## config.mk

```make
export PLATFORM = sky130hd
export DESIGN_NAME = fpos_accum
export DESIGN_NICKNAME = d
export VERILOG_FILES = /design/src/hdl/fpos_pkg.sv /design/src/hdl/fpos_accum.sv
export SDC_FILE = /design/constraint.sdc
export NUM_CORES = 1
export LEC_CHECK = 0
export BUFFER_PORTS_ARGS = -buffer_cell sky130_fd_sc_hd__buf_2
export CAP_MARGIN = 20
export CORE_UTILIZATION = 30
export DETAILED_ROUTE_END_ITERATION = 10
export PLACE_DENSITY_LB_ADDON = 0.08
export SLEW_MARGIN = 20
export SYNTH_ARGS = -nofsm -noshare
export SYNTH_HDL_FRONTEND = slang
export SYNTH_SLANG_ARGS = --single-unit
```

## constraint.sdc

```tcl
create_clock -name clk -period 8.96 [get_ports clk]
set_input_delay 0 -clock clk [delete_from_list [all_inputs] [get_ports clk]]
set_output_delay 0 -clock clk [all_outputs]
set_load 0.005 [all_outputs]
```

## src/hdl/fpos_pkg.sv

```systemverilog
// Shared constants and types for the fixed predictor order selector.
// No dependencies; every other file imports this package.
package fpos_pkg;

	localparam int DEF_SAMPLE_BITS = 24;
	localparam int DEF_ACC_BITS    = 48;

	localparam int NUM_ORDERS = 5;
	localparam int ORDER_BITS = 3;
	localparam int HIST_DEPTH = NUM_ORDERS - 1;
	localparam int COUNT_BITS = 3;

	localparam logic [COUNT_BITS-1:0] COUNT_MAX = '1;

	typedef logic [ORDER_BITS-1:0] order_t;

	localparam order_t ORD_0 = 3'd0;
	localparam order_t ORD_1 = 3'd1;
	localparam order_t ORD_2 = 3'd2;
	localparam order_t ORD_3 = 3'd3;
	localparam order_t ORD_4 = 3'd4;

	typedef struct packed {
		logic valid;
		logic last;
		logic short_blk;
	} stage_ctl_t;

endpackage

```

## src/hdl/fpos_accum.sv

```systemverilog
// Residual magnitude register and the five saturating order sums.
// Hands the finished sums of a block to the order select stage. Depends on fpos_pkg.
module fpos_accum import fpos_pkg::*; #(
	parameter int SAMPLE_BITS = DEF_SAMPLE_BITS,
	parameter int ACC_BITS    = DEF_ACC_BITS,
	parameter int AW          = SAMPLE_BITS + 4
) (
	input  logic                clk,
	input  logic                arst_n,
	input  stage_ctl_t          in_ctl,
	input  logic [NUM_ORDERS-1:0] in_en,
	input  logic [AW-1:0]       in_mag [NUM_ORDERS],
	output logic                in_ready,
	output stage_ctl_t          out_ctl,
	output logic [ACC_BITS-1:0] out_sums [NUM_ORDERS],
	input  logic                out_ready
);

	localparam int WW = ((ACC_BITS > AW) ? ACC_BITS : AW) + 1;

	stage_ctl_t            ctl_s2;
	logic [NUM_ORDERS-1:0] en_s2;
	logic [AW-1:0]         mag_s2 [NUM_ORDERS];
	logic [ACC_BITS-1:0]   sums_q [NUM_ORDERS];
	logic [ACC_BITS-1:0]   next_sums [NUM_ORDERS];
	stage_ctl_t            ctl_s3;
	logic [ACC_BITS-1:0]   sums_s3 [NUM_ORDERS];
	logic                  s3_free;
	logic                  drain;
	logic [WW-1:0]         wide [NUM_ORDERS];

	assign s3_free  = !ctl_s3.valid || out_ready;
	assign drain    = ctl_s2.valid && (!ctl_s2.last || s3_free);
	assign in_ready = !ctl_s2.valid || drain;

	always_comb begin
		for (int k = 0; k < NUM_ORDERS; k++) begin
			wide[k] = WW'(sums_q[k]) + WW'(mag_s2[k]);
			if (!en_s2[k]) begin
				next_sums[k] = sums_q[k];
			end else if (wide[k] > WW'({ACC_BITS{1'b1}})) begin
				next_sums[k] = '1;
			end else begin
				next_sums[k] = wide[k][ACC_BITS-1:0];
			end
		end
	end

	always_ff @(posedge clk or negedge arst_n) begin
		if (!arst_n) begin
			ctl_s2 <= '0;
		end else if (in_ready) begin
			ctl_s2 <= in_ctl;
		end
	end

	always_ff @(posedge clk) begin
		if (in_ready && in_ctl.valid) begin
			en_s2  <= in_en;
			mag_s2 <= in_mag;
		end
	end

	always_ff @(posedge clk or negedge arst_n) begin
		if (!arst_n) begin
			for (int k = 0; k < NUM_ORDERS; k++) begin
				sums_q[k] <= '0;
			end
		end else if (drain) begin
			for (int k = 0; k < NUM_ORDERS; k++) begin
				sums_q[k] <= ctl_s2.last ? '0 : next_sums[k];
			end
		end
	end

	always_ff @(posedge clk or negedge arst_n) begin
		if (!arst_n) begin
			ctl_s3 <= '0;
		end else if (s3_free) begin
			ctl_s3.valid     <= drain && ctl_s2.last;
			ctl_s3.last      <= ctl_s2.last;
			ctl_s3.short_blk <= ctl_s2.short_blk;
		end
	end

	always_ff @(posedge clk) begin
		if (s3_free && drain && ctl_s2.last) begin
			sums_s3 <= next_sums;
		end
	end

	assign out_ctl  = ctl_s3;
	assign out_sums = sums_s3;

endmodule

```

---- After elaboration in Yosys (flattened, before gate mapping) ----
Index checks and enable logic that the tools add are counted.
cells by class
  add/sub/neg operators ................... 5
  $lt $le $gt $ge ......................... 5
  multiplexer cells ....................... 15
  reductions and logical operators ........ 11
operators with widths
  operator                                                                count
  48-bit two-way mux                                                      15
  48-bit by 28-bit adder with 49-bit output                               5
  49-bit by 48-bit > comparator with 1-bit output, second input constant  5
  1-bit logical AND                                                       5
  1-bit zero test                                                         3
  1-bit logical OR                                                        3
word-level totals
  register bits after elaboration ......... 631
  input bits .............................. 151
  output and inout bits ................... 244
  logic and storage cells ................. 58

---- Logic depth before layout (Yosys ltp) ----
  word-level depth ........................ 6
  depth in mapped cells ................... 15
  mapped depth without buffers ............ 13

---- Least setup slack after synthesis ----
OpenSTA, ideal clock, no wires.
  kind .................................... register -> register
  start ................................... register ctl_s2[1] (netlist bit)
  end ..................................... register sums_q[137] (netlist bit)
  setup time .............................. 0.472 ns
  data arrival time ....................... 8.119 ns
  required time ........................... 8.488 ns
  slack ................................... 0.369 ns
  stages on the path, launching flop included .. 8
  path buffers ............................ 2
  clock period less this slack ............ 8.591 ns
  cells stage by stage .................... dfrtp_1 clkbuf_1 clkinv_1 nand2_1 nand2_1 inv_1 clkbuf_1 nor3_1
between the ends
  longest elaborated chain between the ends .. 3
  elaborated cells between the ends (all ways) .. 4
  classes of those cells .................. 1 x mux; 3 x reduce/logical
RTL lines
  item                            RTL line          text
  start: declaration              fpos_accum.sv:21  stage_ctl_t ctl_s2;
  start signal: assignment        fpos_accum.sv:53  ctl_s2 <= in_ctl;
  1-bit zero test                 fpos_accum.sv:33  assign drain = ctl_s2.valid && (!ctl_s2.last || s3_free);
  1-bit logical OR                fpos_accum.sv:33
  1-bit logical AND               fpos_accum.sv:33
  end signal: indexed assignment  fpos_accum.sv:71  sums_q[k] <= ctl_s2.last ? '0 : next_sums[k];
  end: declaration                fpos_accum.sv:24  logic [ACC_BITS-1:0] sums_q [NUM_ORDERS];
Several ways; a longest one is shown, not always the timed one.
A chain may end at the register's enable or synchronous reset.

---- Worst setup path in the final report ----
  start ................................... register sums_q[96] (netlist bit)
  end ..................................... register sums_q[137] (netlist bit)
between the ends
  longest elaborated chain between the ends .. 5
RTL lines
  item                                             RTL line          text
  48-bit by 28-bit adder with 49-bit output *      fpos_accum.sv:38  wide[k] = WW'(sums_q[k]) + WW'(mag_s2[k]);
  49-bit by 48-bit > comparator with 1-bit output  fpos_accum.sv:41  end else if (wide[k] > WW'({ACC_BITS{1'b1}})) begin
  48-bit two-way mux *                             fpos_accum.sv:41
  48-bit two-way mux *                             fpos_accum.sv:39  if (!en_s2[k]) begin
  48-bit two-way mux *                             fpos_accum.sv:71
Mark *: on every way between the ends. The rest lies on a longest branch, timed or not.

==> summary.txt <==
Critical path
  • Startpoint types: register
  • Critical Path Fanout Max: 27
  • CP endpoint kind: register
  • Flop-to-flop setup slack: 4.54 ns
  • Cells on worst reg2reg path: 13
  • Data arrival time of the worst path: 4.99 ns
  • Worst r2r src: sums_q[96]$_DFFE_PN0P_
  • CP Class: reg -> reg
  • RR Endpoint: sums_q[137]$_DFFE_PN0P_
  • Data required time at the worst endpoint: 9.52 ns

Logic synthesis
  • Synthesis-stage register bit count: 631
  • Post-synthesis simple-gate area fraction: 0.137
  • Top FF cell, synth: edfxtp_1
  • Post-Synthesis Cell Area: 33300 um^2
  • Combinational family with the most area after synthesis: compound AO/OA/AOI/OAI gates
  • Post-Syn Area per Cell: 10.6 um^2
  • Xor and xnor area share after synthesis: 0.0492
  • Ys Warns: 0
  • Syn_nets: 3444
  • Asr flop ratio synth: 0.390
  • Mux share of post-synthesis cell area: 0.00582
  • Synth Area in Adders: 0.0556
  • Synth cell types: 104
  • Synthesized instance count: 3148
  • Number of synthesized flops with an enable pin: 385
  • Proportion of synthesized chip area in sequential cells: 0.532
  • Compound-gate portion of the synthesized area: 0.193

Floorplan
  • Starting Density: 0.304
  • Die Area: 112000 um^2
  • Die H: 335 um
  • Num rows: 121
  • Placeable Area: 109000 um^2
  • Die width: 335 um
  • IO Pins: 395

Final layout
  • Share of cells above drive strength 1: 0.167
  • Fill count: 10800
  • Layout area overhead: 23.2%
  • Nets: 3949
  • Post-route design area: 41000 um^2
  • Diode count: 0
  • Final core occ: 0.375
  • Final Instance Count excl. Fillers: 5196

Timing
  • Minimum clock period: 4.42 ns
  • Final Hold Vio Count: 5
  • Worst hold slack: -0.0154 ns
  • Final Cycle Share: 0.494
  • Setup-failing EPs final: 0
  • Clk_skew: 0.0319 ns
  • RSZ-0062 raised after global routing: no
  • Slew headroom: 0.320
  • Worst-margin pin slew: 1.01 ns
  • Final worst slack: 4.54 ns
  • Setup_tns: 0 ns
  • Fmax: 226 MHz
  • Final slew viol count: 0

CTS
  • Bufs on Longest Clock Path: 3
  • CTS tree: built
  • CTS H-tree lvls: 3
  • CTS buffer count: 80
  • Worst-Skew Late Latency: 0.66 ns
  • Post-CTS Setup Inserts: 0
  • Clock tree sinks: 631
  • Clk root buf: clkbuf_16
  • Clk slew on worst S/H paths: 0.06 ns
  • Post-cts resize count: 0

Power
  • Logic pwr share: 0.250
  • Pwr per Cell Area: 229 nW/um^2
  • Seq pwr share: 0.394
  • Clock Power Share: 0.356
  • Internal cell power: 6.46 mW
  • Peak supply drop: 116 uV
  • P_sw: 2.95 mW
  • Overall power: 9.41 mW
  • Leakage Power: 17.6 nW
  • Sw Share: 0.314

Drt
  • Vias per inst: 5.15
  • Drt first pass iters: 5
  • DRC violations left: 0
  • Final ANT Viol Nets: 0
  • Drt initial violations: 1729
  • Total number of vias: 26700
  • DRT Wirelength: 107000 um
  • Avg WL per Cell: 20.6 um

Global route
  • GRT Total Usage: 0.187
  • Initial antenna violation count: 2
  • Grt ovf: 0
  • Vias in the first global route: 27000
  • Pin count of the biggest net entering global routing: 106
  • First-pass GRT wire length: 163000 um

Placement
  • Pre-CTS worst setup slack: 4.51 ns
  • Final HPWL DP: 71000 um
  • Dpl cell area: 36700 um^2
  • IO Port Bufs: 394
  • Placer Congestion: 0.874
  • Placed Cells: 4887

Run status
  • Failing checks: negative hold slack
  • Status: finished with violations

Worst hold path
  • Min-Delay Path Class: in -> async

Flow run
  • Number of max-cap violations: 0
## layout by cell type (no fill, tap or decap), types with 28 or more instances in the layout
cell           count
xnor2_1          105
o21a_1            36
ha_1             140
a22o_1           103
dfrtp_1          246
nor3_1            36
a31oi_1           68
dlygate4sd3_1    160
nand2_1          304
nor2_1           296
buf_2            393
nand3_1          104
xor2_1            82
inv_1             55
a21o_1            94
buf_4             28
nand4_1           49
and3_1            42
clkbuf_16         85
edfxtp_1         385
a21oi_1          271
nand2b_1          28
o21ai_0          188
## power groups by stage
stage | sequential [mW] | clock, mW | combinational (mW)
after CTS | 3.71 | 3.46 | 2.36
after floorplan | 3.73 | 0 | 1.60
after detailed placement | 3.76 | 0 | 2.29
after global routing | 3.75 | 3.57 | 2.62
after global placement | 3.76 | 0 | 2.27
final | 3.71 | 3.35 | 2.35
## worst max-delay path by stage
stage	from	end	cells past startpoint
global route	sums_q[96]$_DFFE_PN0P_	sums_q[137]$_DFFE_PN0P_	13
detailed placement	ctl_s2[1]$_DFFE_PN0N_	out_sums[121]$_DFFE_PP_	6
CTS	sums_q[96]$_DFFE_PN0P_	sums_q[137]$_DFFE_PN0P_	13
finish	sums_q[96]$_DFFE_PN0P_	sums_q[137]$_DFFE_PN0P_	13
global placement	ctl_s2[1]$_DFFE_PN0N_	out_sums[118]$_DFFE_PP_	6
floorplan	ctl_s2[1]$_DFFE_PN0N_	sums_q[137]$_DFFE_PN0P_	7
## repair_timing
item,4_1_cts,5_1_grt
hold buffers,160,0
hold endpoints to repair,234,0
setup endpoints to repair,0,0
## synthesized netlist by cell type (42+ instances only)
library cell / count / share of area
clkbuf_1: 124 / 0.014
ha_1: 140 / 0.053
a22o_1: 103 / 0.027
o21ai_0: 188 / 0.028
a31oi_1: 68 / 0.013
nand3_1: 104 / 0.016
nor2_1: 297 / 0.033
and3_1: 42 / 0.0079
nand4_1: 49 / 0.0092
dfrtp_1: 246 / 0.18
inv_1: 56 / 0.0063
nand2_1: 306 / 0.034
a21oi_1: 272 / 0.041
a21o_1: 94 / 0.021
edfxtp_1: 385 / 0.35
xnor2_1: 105 / 0.028
xor2_1: 82 / 0.022
## metal layers
layer | share of wire | track usage | vias to the layer above
met3 | 0.055 | 0.0345 | 140
met1 | 0.45 | 0.246 | 13200
met5 | 0 | 0 | -
met2 | 0.47 | 0.308 | 715
met4 | 0.025 | 0.0608 | 0
li1 | - | - | 12700
## sequential cells by signal (all words and copies together), names as in the netlist
name,count
ctl_s2,3
en_s2,5
mag_s2,140
out_ctl,3
out_sums,240
sums_q,240
## cells by family after synthesis
family | count (synthesis)
xor+xnor | 187
mux | 18
flops | 631
compound gates | 971
buf+inv | 219
simple gates | 977
fa+ha+maj | 145
## critical path: stages (launching register included)
cell	delay, ns
dfrtp_1	0.36
ha_1	0.20
inv_1	0.07
fa_1	0.39
nand2b_1	0.19
a211oi_2	0.27
o41ai_2	0.16
o21ai_1	0.34
a31oi_1	0.22
o21ai_1	0.72
and2_1	0.30
nand2_1	0.56
and3_1	0.42
nor3_1	0.12
## cell type report
cell class,count,area (um^2),share of cell area
Sequential cell,631,17700,0.432
Multi-Input combinational cell,2298,14700,0.358
Clock buffer,103,2230,0.0545
Tap cell,1476,1850,0.0450
Clock inverter,46,475,0.0116
Timing Repair Buffer,583,3810,0.0930
Inverter,59,229,0.00558
(Power assumes the default switching activity.)
